$ cat config.mk
export PLATFORM = sky130hd
export DESIGN_NAME = utf8_stream_decoder
export DESIGN_NICKNAME = d
export VERILOG_FILES = /design/src/rtl/u8d_pkg.sv /design/src/rtl/u8d_step.sv /design/src/rtl/u8d_out_buf.sv /design/src/rtl/utf8_stream_decoder.sv
export VERILOG_INCLUDE_DIRS = /design/src /design/src/rtl
export SDC_FILE = /design/constraint.sdc
export NUM_CORES = 1
export LEC_CHECK = 0
export ABC_AREA = 1
export BUFFER_PORTS_ARGS = -buffer_cell sky130_fd_sc_hd__buf_2
export CAP_MARGIN = 0
export CORE_UTILIZATION = 30
export CTS_CLUSTER_DIAMETER = 30
export DETAILED_ROUTE_END_ITERATION = 16
export GPL_TIMING_DRIVEN = 0
export MAX_ROUTING_LAYER = met4
export SLEW_MARGIN = 20
export SYNTH_ARGS = -nofsm -noshare
export SYNTH_HDL_FRONTEND = slang
export SYNTH_HIERARCHICAL = 1
export SYNTH_SLANG_ARGS = --single-unit
$ cat constraint.sdc
create_clock -name clk -period 2.5 [get_ports clk]
set_input_delay 0.5 -clock clk [delete_from_list [all_inputs] [get_ports clk]]
set_output_delay 0.5 -clock clk [all_outputs]
set_load 0.005 [all_outputs]
$ cat src/rtl/utf8_stream_decoder_defines.svh
// Assertion macros shared by the UTF-8 stream decoder RTL.
// Users supply clk and rst in the including scope; no other dependencies.
`ifndef UTF8_STREAM_DECODER_DEFINES_SVH
`define UTF8_STREAM_DECODER_DEFINES_SVH

// Consequent must hold in the same cycle as the antecedent.
`define U8D_ASSERT_NOW(name, ante, cons) \
  name: assert property (@(posedge clk) disable iff (rst) (ante) |-> (cons)) \
    else $error("utf8 decoder same-cycle check failed");

// Consequent must hold in the cycle after the antecedent.
`define U8D_ASSERT_NEXT(name, ante, cons) \
  name: assert property (@(posedge clk) disable iff (rst) (ante) |=> (cons)) \
    else $error("utf8 decoder next-cycle check failed");

`endif

$ cat src/rtl/u8d_pkg.sv
// Package for the UTF-8 stream decoder: request types, status types and
// lead-byte decode functions. No dependencies.
`timescale 1ns / 1ps
`default_nettype none

package u8d_pkg;

  localparam int unsigned CpWidth = 21;

  localparam logic [1:0] CONT_PREFIX = 2'b10;

  typedef struct packed {
    logic [7:0] data_byte;
    logic       end_of_input;
  } byte_req_t;

  typedef struct packed {
    logic [CpWidth-1:0] code_point;
    logic               decode_error;
  } cp_req_t;

  typedef struct packed {
    logic    valid;
    cp_req_t item;
  } step_res_t;

  typedef struct packed {
    logic busy;
  } step_status_t;

  function automatic logic [2:0] seq_len(input logic [4:0] top);
    logic [2:0] len;
    if (top[4] == 1'b0) begin
      len = 3'd1;
    end else begin
      unique case (top[3:0])
        4'b1000, 4'b1001, 4'b1010, 4'b1011: len = 3'd2;
        4'b1100, 4'b1101:                   len = 3'd3;
        4'b1110:                            len = 3'd4;
        default:                            len = 3'd0;
      endcase
    end
    return len;
  endfunction

  function automatic logic [7:0] lead_mask(input logic [2:0] len);
    logic [7:0] mask;
    unique case (len)
      3'd1:    mask = 8'h7F;
      3'd2:    mask = 8'h1F;
      3'd3:    mask = 8'h0F;
      3'd4:    mask = 8'h07;
      default: mask = 8'h00;
    endcase
    return mask;
  endfunction

endpackage

`default_nettype wire

$ cat src/rtl/u8d_step.sv
// Sequence state of the UTF-8 decoder and the one-byte update step.
// Depends on u8d_pkg.
`timescale 1ns / 1ps
`default_nettype none

module u8d_step (
  input  logic                 clk,
  input  logic                 rst,
  input  logic                 go,
  input  u8d_pkg::byte_req_t   req,
  output u8d_pkg::step_res_t   res,
  output u8d_pkg::step_status_t status
);

  logic [1:0]                  bytes_remaining, bytes_remaining_next;
  logic [u8d_pkg::CpWidth-1:0] partial_code, partial_code_next;
  logic                        error_pending, error_pending_next;

  logic [2:0]                  len;
  logic [1:0]                  rem_dec;
  logic                        cont_bad;

  assign len      = u8d_pkg::seq_len(req.data_byte[7:3]);
  assign rem_dec  = bytes_remaining - 2'd1;
  assign cont_bad = (req.data_byte[7:6] != u8d_pkg::CONT_PREFIX);

  always_comb begin
    bytes_remaining_next = bytes_remaining;
    partial_code_next    = partial_code;
    error_pending_next   = error_pending;
    res                  = '0;
    if (go) begin
      if (req.end_of_input) begin
        if (bytes_remaining != 2'd0) begin
          res.valid              = 1'b1;
          res.item.decode_error  = 1'b1;
          bytes_remaining_next   = 2'd0;
          partial_code_next      = '0;
          error_pending_next     = 1'b0;
        end
      end else if (bytes_remaining == 2'd0) begin
        if (len == 3'd0) begin
          res.valid             = 1'b1;
          res.item.decode_error = 1'b1;
        end else if (len == 3'd1) begin
          res.valid           = 1'b1;
          res.item.code_point = {13'd0, req.data_byte};
        end else begin
          partial_code_next    = {13'd0, req.data_byte & u8d_pkg::lead_mask(len)};
          bytes_remaining_next = 2'(len - 3'd1);
          error_pending_next   = 1'b0;
        end
      end else begin
        if (rem_dec == 2'd0) begin
          res.valid             = 1'b1;
          res.item.decode_error = error_pending | cont_bad;
          res.item.code_point   = (error_pending | cont_bad) ? '0 :
                                  {partial_code[14:0], req.data_byte[5:0]};
          bytes_remaining_next  = 2'd0;
          partial_code_next     = '0;
          error_pending_next    = 1'b0;
        end else begin
          bytes_remaining_next = rem_dec;
          partial_code_next    = {partial_code[14:0], req.data_byte[5:0]};
          error_pending_next   = error_pending | cont_bad;
        end
      end
    end
  end

  always_ff @(posedge clk) begin
    if (rst) begin
      bytes_remaining <= 2'd0;
      partial_code    <= '0;
      error_pending   <= 1'b0;
    end else begin
      bytes_remaining <= bytes_remaining_next;
      partial_code    <= partial_code_next;
      error_pending   <= error_pending_next;
    end
  end

  assign status.busy = (bytes_remaining != 2'd0);

endmodule

`default_nettype wire

$ cat src/rtl/u8d_out_buf.sv
// Two-entry result buffer that decouples the decode step from the output stall.
// Depends on u8d_pkg.
`timescale 1ns / 1ps
`default_nettype none

module u8d_out_buf (
  input  logic             clk,
  input  logic             rst,
  input  logic             push,
  input  u8d_pkg::cp_req_t push_item,
  output logic             full,
  output logic             valid,
  input  logic             stall,
  output u8d_pkg::cp_req_t item
);

  u8d_pkg::cp_req_t entries [2];
  logic [1:0]       count, count_next;
  logic             wr_ptr, rd_ptr;
  logic             pop;

  assign valid = (count != 2'd0);
  assign full  = (count == 2'd2);
  assign pop   = valid && !stall;
  assign item  = entries[rd_ptr];

  always_comb begin
    count_next = count;
    if (push && !pop) begin
      count_next = count + 2'd1;
    end else if (pop && !push) begin
      count_next = count - 2'd1;
    end
  end

  always_ff @(posedge clk) begin
    if (rst) begin
      count  <= 2'd0;
      wr_ptr <= 1'b0;
      rd_ptr <= 1'b0;
    end else begin
      count <= count_next;
      if (push) begin
        wr_ptr <= ~wr_ptr;
      end
      if (pop) begin
        rd_ptr <= ~rd_ptr;
      end
    end
  end

  always_ff @(posedge clk) begin
    if (push) begin
      entries[wr_ptr] <= push_item;
    end
  end

endmodule

`default_nettype wire

$ cat src/rtl/utf8_stream_decoder.sv
// Top level of the UTF-8 stream decoder: input register, decode step, result buffer.
// Depends on u8d_pkg, u8d_step, u8d_out_buf and utf8_stream_decoder_defines.svh.
//
//   Channel  Signals                          Payload
//   byte     byte_valid, byte_stall, byte_req  data_byte, end_of_input
//   cp       cp_valid, cp_stall, cp_req        code_point, decode_error
//
// One byte is accepted per cycle while byte_stall is low; the last byte of a
// sequence is held in the input register, its result in the two-entry buffer.
// Reset clears the sequence state and empties both stages.
// A stall on the cp channel backs up into byte_stall once the buffer is full.
`timescale 1ns / 1ps
`default_nettype none
`include "utf8_stream_decoder_defines.svh"

module utf8_stream_decoder (
  input  logic               clk,
  input  logic               rst,
  input  logic               byte_valid,
  output logic               byte_stall,
  input  u8d_pkg::byte_req_t byte_req,
  output logic               cp_valid,
  input  logic               cp_stall,
  output u8d_pkg::cp_req_t   cp_req
);

  logic                    s1_valid;
  u8d_pkg::byte_req_t      s1_req;
  logic                    accept;
  logic                    proc;
  logic                    buf_full;
  logic                    ascii_lead;
  u8d_pkg::step_res_t      res;
  u8d_pkg::step_status_t   status;

  assign proc       = s1_valid && (!buf_full || !cp_stall);
  assign byte_stall = s1_valid && !proc;
  assign accept     = byte_valid && !byte_stall;
  assign ascii_lead = proc && !s1_req.end_of_input && !status.busy && !s1_req.data_byte[7];

  always_ff @(posedge clk) begin
    if (rst) begin
      s1_valid <= 1'b0;
    end else if (accept) begin
      s1_valid <= 1'b1;
    end else if (proc) begin
      s1_valid <= 1'b0;
    end
  end

  always_ff @(posedge clk) begin
    if (accept) begin
      s1_req <= byte_req;
    end
  end

  u8d_step u_step (
    .clk    (clk),
    .rst    (rst),
    .go     (proc),
    .req    (s1_req),
    .res    (res),
    .status (status)
  );

  u8d_out_buf u_out_buf (
    .clk       (clk),
    .rst       (rst),
    .push      (res.valid),
    .push_item (res.item),
    .full      (buf_full),
    .valid     (cp_valid),
    .stall     (cp_stall),
    .item      (cp_req)
  );

  `U8D_ASSERT_NOW(a_err_zero_cp, cp_valid && cp_req.decode_error, cp_req.code_point == '0)
  `U8D_ASSERT_NEXT(a_eoi_idles, proc && s1_req.end_of_input, !status.busy)
  `U8D_ASSERT_NOW(a_ascii_emits, ascii_lead, res.valid)

endmodule

`default_nettype wire
Yosys cells after proc, flatten, opt, wreduce, memory -nomap -nowiden
Memory sizes are Yosys's and may differ from the RTL's. A register that Yosys moved wholly into a read port is not among the register bits.
Cells that the tools add are included.
Word-level totals
  register bits after elaboration: 32
  memory bits (writable): 44
  bits of input ports: 13
  output and inout port bits: 24
  word-level logic and storage cells: 103
  memories: 1
Memory list
  u_out_buf.entries: depth 2, bits a word 22, rd ports 1, clocked after Yosys merged registers in 1, wr ports 1, RTL line u8d_out_buf.sv:17  | u8d_pkg::cp_req_t entries [2];
Operators by class
  $add $sub $neg: 4
  eq/ne operators: 16
  mux-type cells: 46
  bitwise logic cells: 4
  reduce and logical (&&, ||, !) cells: 23
Operator list (number)
  $mux 15: 6
  $mux 23: 3
  $mux 21: 3
  $mux 8: 5
  $eq 4x4->1 const B: 7
  $mux 22: 1
  $mux 1: 17
  $mux 2: 8
  $pmux 5 s3: 1
  $pmux 3 s3: 1
  $and 8x8->8: 1
  $reduce_bool 2->1: 4
  $eq 3x2->1 const B: 2
  $logic_and 1x1->1: 6
  $logic_not 1->1: 6
  $ne 3x3->1 const B: 2
  $sub 2x1->2 const B: 3
  $logic_not 2->1: 2
  $reduce_and 4->1: 1
  $reduce_or 4->1: 1
  $eq 3x1->1 const B: 1
  $eq 3x3->1 const B: 1
  $logic_not 3->1: 1
  $mux 3: 1
  other kinds (8): 9

Depth between registers and ports, before layout
  depth after elaboration: 16
  mapped depth: 15

Hierarchy
Netlist, hierarchy kept.
Modules (own cells, without submodules)
  u8d_out_buf: times used 1, cells each 104, area each 1826.8 µm²
  u8d_step: times used 1, cells each 218, area each 1231.2 µm²
  utf8_stream_decoder: times used 1, cells each 18, area each 332.8 µm²

Least setup slack after synthesis
No wires, ideal clock.
  path type: reg2reg
  start: reg s1_req[0] in the netlist's numbering
  end: mem u_out_buf/entries[0][0] in the netlist's numbering (enable)
  setup time: 0.401 ns
  data arrival time: 2.187 ns
  required time: 2.099 ns
  path slack: -0.088 ns
  cell stages (with the launch flop): 10
  clock period less this slack: 2.588 ns
  cells stage by stage: edfxtp_1 -> inv_2 -> nand2_1 -> nor2_1 -> nand3_2 -> nand2_1 -> o21ai_0 -> inv_1 -> inv_1 -> nor2_1
RTL lines
  start: declaration: RTL line utf8_stream_decoder.sv:28  | u8d_pkg::byte_req_t s1_req;
  start signal: assignment: RTL line utf8_stream_decoder.sv:53  | s1_req <= byte_req;
  end: declaration: RTL line u8d_out_buf.sv:17

==> flow_summary.toml <==
[run_status]
status = "finished, final reports clean"

[routing]
num_vias = 2391
wl_um = 6950
wire_per_inst_um = 13.0
viasPerCell = 4.48
dr.pass1.iters = 4
drtAntennaViolNets = 0
drc = 0
drt_iter0_drc = 163

[power]
p_leak_nw = 1.72
comb_power_share = 0.139
ir_drop_mv = 0.305
powerDensity_nw_per_um2 = 823
p_clk_frac = 0.432
p_int_w = 0.00260
seq_power_share = 0.429
switching_power_w = 0.000789
swShare = 0.233

[global_routing]
gr-usage-all-layers = 0.124
grt_max_degree = 24
grt_overflow_total = 0
grt_pass1_vias = 2211
grt_pass1_wl_um = 10700
antenna_found_initial = 0

[clock_network]
cts.sinks = 77
htreeDepth = 3
hold_buffers = 0
path_clk_slew_ns = 0.06
cts_setup_buffers = 0
numCtsBuffers = 9
cts_root_buf = "clkbuf_16"
cts_tree = "built"
clock_path_buffers = 2
clk_latency_ns = 0.33

[run]
drv_cap = 0

[logic_synthesis]
synth_top_area_cell = "edfxtp_1"
yosysUniqueCellTypes = 24
syn_inst = 340
synthMuxAreaShare = 0.0731
netlist_top_cells_area = "edfxtp_1 47%, dfxtp_1 14%, mux2_2 7.3%"
synth_adder_area_share = 0.0111
synth_common_cells = "64 x nand2_1, 64 x nor2_1, 53 x edfxtp_1"
synth_fp_nets = 356
yosysTopAreaCellShare = 0.469
synth-simple-area-share = 0.208
synth_top_family_by_area = "simple AND/OR/NAND/NOR gates"
synth-compound-area-share = 0.0236
syn_area_per_cell_um2 = 9.97
async_reset_ff_frac = 0
ys_ff_latch = 77
seq_area_frac_synth = 0.611
synth_edf_count = 53
synthFlopType = "edfxtp_1"
synth.cell_area_um2 = 3390
ys.warnings.count = 6
synth-xor-area-share = 0

[timing]
finClkSkew_ns = 0.00490
min_period_over_period = 0.934
finalHoldViolCount = 0
relSlewSlack = 0.659
fin_hold_ws_ns = 0.351
clock.fmax_mhz = 428
layout_setup_ws_ns = 0.166
rsz0062_at_grt = "no"
setup_violations = 0
tightest_slew_ns = 0.512
slew_violations = 0
min_period_ns = 2.33

[final_layout]
syn_to_final_growth_pct = 21.5
fin_nets = 405
final_cell_area_um2 = 4120
register_area_um2 = 2070
multi_input_comb_area_um2 = 1090
fill_cells = 1073
post-route-util = 0.377
drive_gt1_frac = 0.226
n_antenna_cell = 0
fin_cells = 534

[placement]
placed_area_um2 = 3750
dp_cells = 516
dp_slack_ns = -0.270
finalWeightedCongestion = 0.883
io_buffers = 36
dp_hpwl_um = 4760

[worst_setup_path]
crit_fanout = 11
crit_type = "reg2reg"
crit_required_ns = 2.48
arrival_ns = 2.32
crit_path_start_kind = "flop"
crit_path_end_kind = "flop"
r2r_slack_ns = 0.17

[floorplanning]
die_h_um = 108
initial_core_util = 0.310
core_area_um2 = 10900
die_area_um2 = 11700
rows = 38
ios = 37
die_width_um = 108

[hold_path]
holdCritPathClass = "in2reg"
-- state kept, by name, summed over array words and instances (netlist names), named ones only --
register,count
u_out_buf/rd_ptr,1
s1_req,9
u_out_buf/entries,44
s1_valid,1
u_step/partial_code,15
u_out_buf/wr_ptr,1
u_out_buf/count,2
u_step/bytes_remaining,2
u_step/error_pending,1
-- path summary, 6_finish.rpt --
kind | depth (start not counted) | endpoint | startpoint
setup / recovery | 9 | u_out_buf/entries[0][16] | s1_req[0]
hold / removal | 1 | s1_req[8] | byte_req[8]
setup reg to reg | 9 | u_out_buf/entries[0][16] | s1_req[0]
hold reg to reg | 2 | s1_valid | s1_valid
-- cell families (layout without fill, tap and decap cells) --
kind of cell,count (synthesis),count (layout)
mux,22,22
fa+ha+maj,3,3
buf+inv,57,110
simple gates,167,168
compound gates,14,14
flops,77,77
-- power by group through the flow --
stage	logic (W)	clock network [W]	registers [W]
6_report	0.000471	0.00147	0.00145
5_1_grt	0.000531	0.00155	0.00146
4_1_cts	0.000472	0.00150	0.00145
3_5_place_dp	0.000467	0	0.00148
3_3_place_gp	0.000462	0	0.00148
2_1_floorplan	0.000327	0	0.00147
-- worst max-delay path: stages (launching register included) --
cell	delay [ns]
edfxtp_1	0.50
inv_2	0.21
nand2_1	0.10
nor2_1	0.15
nand3_2	0.19
nand2_1	0.10
o21ai_0	0.09
inv_1	0.15
inv_1	0.15
nor2_4	0.34
-- layout make-up --
| class | count | area share |
|---|---|---|
| clock inverter | 6 | 0.0270 |
| timing repair inverter | 1 | 0.00182 |
| timing repair buffer | 36 | 0.0437 |
| tap | 140 | 0.0425 |
| clock buffer | 10 | 0.0556 |
| sequential | 77 | 0.503 |
| inverter | 48 | 0.0446 |
| buffer | 9 | 0.0167 |
| multi-input combinational | 207 | 0.265 |
-- layer usage --
| layer | share of wire | vias to the layer above | GRT usage |
|---|---|---|---|
| li1 | - | 1218 | - |
| met1 | 0.48 | 1128 | 0.158 |
| met2 | 0.47 | 35 | 0.192 |
| met3 | 0.029 | 10 | 0.0241 |
| met4 | 0.017 | 0 | 0.0550 |
| met5 | 0 | - | - |
-- metrics by stage --
| stage | setup TNS (ns) | total power, W |
|---|---|---|
| global placement | -6.74 | 0.00194 |
| CTS | 0 | 0.00343 |
| detailed placement | -7.34 | 0.00195 |
| finish | 0 | 0.00339 |
| floorplan | 0 | 0.00180 |
| global route | 0 | 0.00354 |
-- layout by cell type (no fill, tap or decap), types with 2 or more instances in the layout --
master,n
nand2_1,64
nor3_1,17
clkinvlp_4,2
nor2_4,2
bufinv_16,3
buf_6,4
clkbuf_1,4
edfxtp_1,53
ha_1,3
o21ai_0,5
nor2_1,63
nand4_1,6
mux2_2,22
buf_2,37
clkinv_1,2
inv_1,45
clkinv_4,2
clkbuf_16,9
dfxtp_1,24
nand3_1,10
nand3_2,4
a21oi_1,6
-- what timing repair did --
action / in CTS / in global routing
cloned: 0 / 2
setup endpoints to repair: 44 / 45
gates resized for setup: 2 / 3
Power figures use the tool's default switching activity.
